### config.mk
export PLATFORM = sky130hd
export DESIGN_NAME = imrr_cell
export DESIGN_NICKNAME = d
export VERILOG_FILES = /design/src/hw/rtl/imrr_pkg.sv /design/src/hw/rtl/imrr_cell.sv
export SDC_FILE = /design/constraint.sdc
export NUM_CORES = 1
export LEC_CHECK = 0
export BUFFER_PORTS_ARGS = -buffer_cell sky130_fd_sc_hd__buf_4
export CORE_ASPECT_RATIO = 0.6
export CORE_MARGIN = 2
export CORE_UTILIZATION = 34
export DETAILED_ROUTE_END_ITERATION = 12
export PLACE_DENSITY = 0.58
export SETUP_SLACK_MARGIN = 0.1
export SLEW_MARGIN = 20
export SYNTH_ARGS = -nofsm -noshare
export SYNTH_HDL_FRONTEND = slang
export SYNTH_SLANG_ARGS = --single-unit
### constraint.sdc
create_clock -name clk_i -period 7.18 [get_ports clk_i]
set_clock_uncertainty 0.05 [all_clocks]
set_input_delay 0.718 -clock clk_i [delete_from_list [all_inputs] [get_ports clk_i]]
set_output_delay 0.718 -clock clk_i [all_outputs]
set_load 0.01 [all_outputs]
### src/hw/rtl/imrr_pkg.sv
`default_nettype none

package imrr_pkg;

  localparam int ARRAY_DIM    = 16;
  localparam int GROUP_COUNT  = 1;
  localparam int SLAB         = ((ARRAY_DIM / GROUP_COUNT) > 0) ? (ARRAY_DIM / GROUP_COUNT) : 1;
  localparam int ROW_LEN      = GROUP_COUNT * ARRAY_DIM;
  localparam int STORE_DEPTH  = ROW_LEN * SLAB;
  localparam int SHIFT_AMOUNT = 2;

  localparam int ACC_W  = 32;
  localparam int DATA_W = 8;
  localparam int ADDR_W = 8;
  localparam int COL_W  = 4;
  localparam int POS_W  = (ROW_LEN > 1) ? $clog2(ROW_LEN) : 1;
  localparam int IDX_W  = (SLAB > 1) ? $clog2(SLAB) : 1;
  localparam int CNT_W  = $clog2(SLAB + 1);

  typedef struct packed {
    logic                     wr_en;
    logic                     mac_en;
    logic                     last;
    logic                     shift;
    logic [ADDR_W-1:0]        addr;
    logic signed [DATA_W-1:0] wval;
    logic signed [DATA_W-1:0] act;
    logic [POS_W-1:0]         pos;
  } imrr_req_t;

  function automatic logic signed [DATA_W-1:0] requant(input logic [ACC_W-1:0] acc);
    logic signed [DATA_W-1:0] res;
    if (acc[ACC_W-1]) begin
      res = '0;
    end else begin
      res = DATA_W'(acc >> SHIFT_AMOUNT);
    end
    return res;
  endfunction

endpackage

`default_nettype wire

### src/hw/rtl/imrr_cell.sv
`default_nettype none

module imrr_cell
  import imrr_pkg::*;
(
  input  wire                      clk_i,
  input  wire                      rst_ni,
  input  imrr_req_t                req_i,
  input  wire [IDX_W-1:0]          col_i,
  input  wire signed [DATA_W-1:0]  res_next_i,
  output logic signed [DATA_W-1:0] res_o
);

  logic signed [DATA_W-1:0]   w_q [ROW_LEN];
  logic [ACC_W-1:0]           acc_q;
  logic signed [DATA_W-1:0]   res_q;
  logic signed [DATA_W-1:0]   w_rd;
  logic signed [2*DATA_W-1:0] prod;
  logic [ACC_W-1:0]           acc_sum;

  assign w_rd    = w_q[req_i.pos];
  assign prod    = req_i.act * w_rd;
  assign acc_sum = acc_q + ACC_W'(prod);
  assign res_o   = res_q;

  always_ff @(posedge clk_i) begin
    for (int k = 0; k < ROW_LEN; k++) begin
      if (req_i.wr_en && (int'(req_i.addr) == k * SLAB + int'(col_i))) begin
        w_q[k] <= req_i.wval;
      end
    end
  end

  always_ff @(posedge clk_i or negedge rst_ni) begin
    if (!rst_ni) begin
      acc_q <= '0;
    end else if (req_i.mac_en) begin
      acc_q <= req_i.last ? '0 : acc_sum;
    end
  end

  // load on row end, else advance from neighbor
  always_ff @(posedge clk_i) begin
    if (req_i.mac_en && req_i.last) begin
      res_q <= requant(acc_sum);
    end else if (req_i.shift) begin
      res_q <= res_next_i;
    end
  end

endmodule

`default_nettype wire

==> results of run 1 <==
-- worst min path at each step --
stage / from / to / slack, ns / cells after the start
2_1_floorplan: rst_ni / acc_q[0]$_DFFE_PN0P_ / 0.37 / 0
3_3_place_gp: acc_q[10]$_DFFE_PN0P_ / acc_q[10]$_DFFE_PN0P_ / 0.42 / 2
3_5_place_dp: acc_q[10]$_DFFE_PN0P_ / acc_q[10]$_DFFE_PN0P_ / 0.43 / 2
4_1_cts: rst_ni / acc_q[5]$_DFFE_PN0P_ / 0.20 / 1
5_1_grt: rst_ni / acc_q[2]$_DFFE_PN0P_ / 0.20 / 1
6_report: rst_ni / acc_q[3]$_DFFE_PN0P_ / 0.19 / 1
-- registers in the layout, indices dropped and copies added, names as in the netlist --
signal  flops
acc_q      32
res_o       8
w_q       128
-- worst reg2reg max path: stages (launching register included) --
cell	delay, ns
edfxtp_1	0.42
mux4_2	0.51
mux4_2	0.57
and2_4	0.21
fa_2	0.58
inv_4	0.06
fa_1	0.47
inv_1	0.05
fa_1	0.47
inv_1	0.05
fa_1	0.49
inv_2	0.05
ha_4	0.27
and4_4	0.23
a2bb2oi_4	0.07
a21oi_4	0.18
xor2_4	0.29
inv_8	0.11
ha_4	0.27
a21o_1	0.19
a21o_1	0.19
a21oi_2	0.14
o21ai_2	0.08
a21oi_2	0.17
o31a_1	0.17
xnor3_2	0.40
o31ai_2	0.27
-- what timing repair did --
action                                  in CTS  in global routing
gates cloned                                 3                  0
resized for setup                           37                 57
endpoints found under the setup margin      18                 24
pin swaps                                   14                 41
setup buffers                                7                 10
-- stage by stage --
stage | cells | worst slack [ns] | hold slack (ns) | util | area, µm²
2_1_floorplan | 829 | -0.223 | 0.372 | - | 11000
3_3_place_gp | 1394 | -0.689 | 0.422 | 0.410 | 12700
3_5_place_dp | 1394 | -0.728 | 0.432 | 0.410 | 12700
4_1_cts | 1435 | -0.169 | 0.200 | 0.438 | 13500
5_1_grt | 1444 | -0.434 | 0.196 | 0.448 | 13800
6_report | 1444 | -0.193 | 0.191 | 0.448 | 13800
-- area by class of cell --
type / count / area share
flip-flops and latches: 168 / 0.353
well taps: 416 / 0.0376
clock buffers: 18 / 0.0310
repair buffers: 184 / 0.112
multi-input cells: 533 / 0.422
clock inverters: 14 / 0.0130
repair inverters: 1 / 0.000452
inverters: 110 / 0.0305
-- routing by layer --
metal,part of all wire,vias to the layer above,track usage
met5,0,-,0
met1,0.54,3606,0.278
met4,0.0078,0,0.0317
li1,-,3369,-
met2,0.39,205,0.215
met3,0.065,12,0.0366
-- layout by cell type (no fill, tap or decap), types with 8 or more instances in the layout --
cell	count
a21o_1	11
a21oi_1	22
a21oi_2	11
a22o_1	15
and2_1	22
and2_4	15
buf_4	167
clkbuf_16	17
dfrtp_1	32
edfxtp_1	136
fa_1	52
ha_1	37
ha_4	19
inv_1	97
inv_2	11
mux4_2	39
nand2_1	44
nand3_1	8
nor2_1	31
o21ai_0	15
o21bai_1	9
o2bb2ai_1	8
xnor2_1	28
xor2_1	14
-- kinds of logic (layout without fill, tap and decap cells) --
group           count (synthesis)  in the layout  share of synthesized area
xor+xnor                       45             45                     0.0393
fa+ha+maj                     116            116                      0.177
compound gates                148            148                      0.103
simple gates                  182            182                     0.0879
flops                         168            168                      0.461
mux                            42             42                     0.0859
buf+inv                       128            327                     0.0466
==> run summary, run 1 <==
status: complete, but fails checks
failing checks: setup timing
kind of end point of the critical path: register
most numerous cell in the Yosys netlist: edfxtp_1
Syn Area/Cell: 12.8 µm²
delay-heaviest family, CP: adder cells
CP endpoint: res_o[3]$_DFFE_PP_
HP Class: in2async
top post-synthesis cells by count: 136 x edfxtp_1, 110 x inv_1, 60 x ha_1
layout cells sized above 1: 0.370
initial antenna violation count: 0
first-pass GRT wire length: 41300 µm
Layout fillers: 2797
drt first pass iters: 4
worst slew pin tran: 1.08 ns
number of synthesized flops with an enable pin: 136
R2R Setup Slk: -0.01 ns
I/O Buffers: 53
DR WL/cell: 17.8 µm
CP max stage cell: mux4_2
Final setup viols: 12
largest net degree at the start of global routing: 33
die area: 32600 µm²
final worst slack: -0.193 ns
period utilization: 1.03
clock buffer count from CTS: 17
Reg2Reg Depth: 26
Total GRT Usage: 0.167
CP Class: in2reg
DR vias: 7192
worst r2r src: w_q[14][3]$_DFFE_PP_
crit path from: req_i[0]
Final Hold Violating Endpoints: 0
number of library cell types mapped by synthesis: 66
synth top area cells: edfxtp_1 39%, fa_1 11%, mux4_2 8.3%
IO Pins: 54
max-capacitance violation count: 0
die height: 141 µm
Worst EP required: 7.39 ns
WP buf/inv: 7
DR DRC count: 0
syn nets: 991
Initial DRC Count: 618
die width: 232 µm
RSZ-0062 raised after global routing: true
Most used DFF post-synth: edfxtp_1
CP max FO: 8
hold_buf cts: 0
NumNets Final: 1177
Core Area: 30900 µm²
crit path time final: 7.37 ns
Longest Clk Path Bufs: 2
CP Depth: 29
GPL Wtd Cong: 0.819
Initial Utilization: 0.343
post-synth top area share: 0.385
gr ovfl total: 0
Post-DRT Antenna Nets: 0
Post-synth ARST share: 0.190
slew margin rel.: 0.279
Worst EP arrival: 7.59 ns
CTS H-tree depth: 4
Worst-Skew Late Latency: 0.44 ns
register area: 4880 µm²
Gate Count Post-Synth: 829
clock sinks: 168
Seq/Total Area, Yosys: 0.461
R2R Path End: res_o[3]$_DFFE_PP_
Critical Path Source Type: input pin
Max Transition Viols Final: 0
critical path's most frequent cell: fa_1
Worst path max stage delay: 0.61 ns
clk root buf: clkbuf_16
Ant. Diodes: 0
FF+latch count, synth: 168
Reg clk slew, reported paths: 0.07 ns
area of the multi-input gates: 5850 µm²
post-synth top area cell: edfxtp_1
Synth warnings: 0
CTS tree: done
Synth Cell Area: 10600 µm²
Routed WL: 25600 µm
highest clock rate: 136 MHz
DP HPWL: 19000 µm
vias per cell: 4.98
setup tns final: -1.50 ns
vias in the first global route: 7189
Cell Rows: 50
P&R area growth vs syn: 30.7%
Power of run 1 is not shown: default switching activity piles up to over one toggle a cycle in this logic, so the estimate is an artifact.
==> run 2: changes to the inputs <==
- CORE_MARGIN: 2 -> default
- PLACE_DENSITY: 0.58 -> 0.56
- clock period: 7.18 -> 8.47 ns (I/O delays scaled with it)
==> run 2 against run 1 <==
The flow now finishes without violations. Sequential share of layout area up 4.4 points. Worst setup slack better by 0.70 ns. Final area decreased by 11%. Die area fell by 2.3%. Non-clock buffer count down 105. Critical path depth decreased by 1. Utilization fell by 4.1 points. Count of clock-buffer cells in the layout decreased by 1. Hold slack gained 0.11 ns. First-iteration DRC count fell by 21%. Routed wire length down 6.8%. Global-route usage shrank 0.55 points.
==> run summary, run 2 (synthesis results as in run 1) <==
clock buffer count from CTS: 17
die area: 31900 µm²
R2R Setup Slk: 0.85 ns
Post-CTS Setup Bufs: 0
Worst EP arrival: 8.30 ns
Cell Rows: 49
DP HPWL: 17600 µm
clk root buf: clkbuf_16
most common cell after layout, fill and taps aside: edfxtp_1
highest clock rate: 126 MHz
vias per cell: 5.03
HP Class: in2async
Final Hold Violating Endpoints: 0
initial antenna violation count: 1
IO Pins: 54
first-pass GRT wire length: 39000 µm
DR vias: 6695
CTS H-tree depth: 4
Longest Clk Path Bufs: 2
CP Class: in2reg
critical path's most frequent cell: fa_1
hold_buf cts: 0
Core Area: 30300 µm²
Initial DRC Count: 491
GPL Wtd Cong: 0.841
Routed WL: 23900 µm
Final setup viols: 0
Worst-Skew Late Latency: 0.45 ns
gr ovfl total: 0
Post-DRT Antenna Nets: 0
RSZ-0062 raised after global routing: false
CP max FO: 12
non-filler cells, final: 1331
die height: 139 µm
worst slew pin tran: 1.08 ns
Total GRT Usage: 0.161
Worst EP required: 8.80 ns
largest net degree at the start of global routing: 33
commonest cells after routing, fill and taps aside: 136 x edfxtp_1, 109 x inv_1, 76 x buf_4
Placed Cells incl. Taps: 1298
kind of end point of the critical path: register
slew margin rel.: 0.277
max-capacitance violation count: 0
die width: 230 µm
Worst path max stage delay: 0.57 ns
setup tns final: 0 ns
CP max stage cell: mux4_2
DR DRC count: 0
NumNets Final: 1071
clock sinks: 168
drt first pass iters: 5
vias in the first global route: 6787
layout cells sized above 1: 0.198
crit path time final: 7.96 ns
I/O Buffers: 53
status: finished clean
period utilization: 0.940
P&R area growth vs syn: 16.3%
Max Transition Viols Final: 0
Largest register FFs: 128
Initial Utilization: 0.350
DR WL/cell: 17.9 µm
Top reg by flops: w_q
Critical Path Source Type: input pin
Reg clk slew, reported paths: 0.08 ns
CTS tree: done
[run 2: changes by cell type in the layout (fill, tap and decap cells not counted), moves of 8 or more]
cell     delta
and2_4     -15
ha_4       -19
a21oi_1    +12
inv_1      +12
and2_1     +15
buf_4      -91
a21oi_2     -8
inv_2      -11
ha_1       +21
[run 2: critical path: cells and delay by family]
family / cells / cell delay, ns
adder cells (fa/ha/maj): 6 / 2.78
AO/OA/AOI/OAI: 6 / 1.41
AND/OR/NAND/NOR: 7 / 1.25
multiplexers: 2 / 1.08
buffers and inverters: 6 / 0.68
XOR/XNOR: 1 / 0.22
[run 2: metal layers]
metal | up-vias | part of all wire | GRT usage
li1 | 3155 | - | -
met1 | 3378 | 0.56 | 0.266
met2 | 142 | 0.37 | 0.205
met3 | 20 | 0.057 | 0.0370
met4 | 0 | 0.011 | 0.0397
met5 | - | 0 | 0
[run 2: final timing paths]
path                       cells after the start             startpoint               endpoint
setup / recovery                              28               req_i[0]  acc_q[30]$_DFFE_PN0P_
hold / removal                                 1                 rst_ni   acc_q[3]$_DFFE_PN0P_
setup reg to reg                              26   w_q[11][2]$_DFFE_PP_  acc_q[30]$_DFFE_PN0P_
hold reg to reg                                2  acc_q[10]$_DFFE_PN0P_  acc_q[10]$_DFFE_PN0P_
max in group asynchronous                      1                 rst_ni  acc_q[15]$_DFFE_PN0P_
min in group clk_i                             2  acc_q[10]$_DFFE_PN0P_  acc_q[10]$_DFFE_PN0P_
[run 2: metrics by stage]
| stage | hold WS [ns] | area (µm²) | util | worst slack [ns] |
|---|---|---|---|---|
| 5_1_grt | 0.335 | 12300 | 0.407 | 0.0970 |
| 4_1_cts | 0.306 | 12300 | 0.406 | 0.457 |
| 2_1_floorplan | 0.403 | 10600 | - | 0.132 |
| 3_3_place_gp | 0.420 | 11700 | 0.385 | 0.141 |
| 6_report | 0.298 | 12300 | 0.407 | 0.505 |
| 3_5_place_dp | 0.425 | 11700 | 0.385 | 0.0140 |
[run 2: cell type report]
cell class	instances	area [µm²]
Fill cell	2858	18000
Multi-Input combinational cell	533	5240
Sequential cell	168	4880
Timing Repair Buffer	79	631
Tap cell	408	510
Clock buffer	17	425
Inverter	110	415
Clock inverter	15	215
Antenna cell	1	2.50
[run 2: timing repair]
item / in CTS / in global routing
hold endpoints to repair: 0 / 0
setup endpoints to repair: 0 / 8
resized for setup: 0 / 6
Power of run 2 is left out for the same reason.
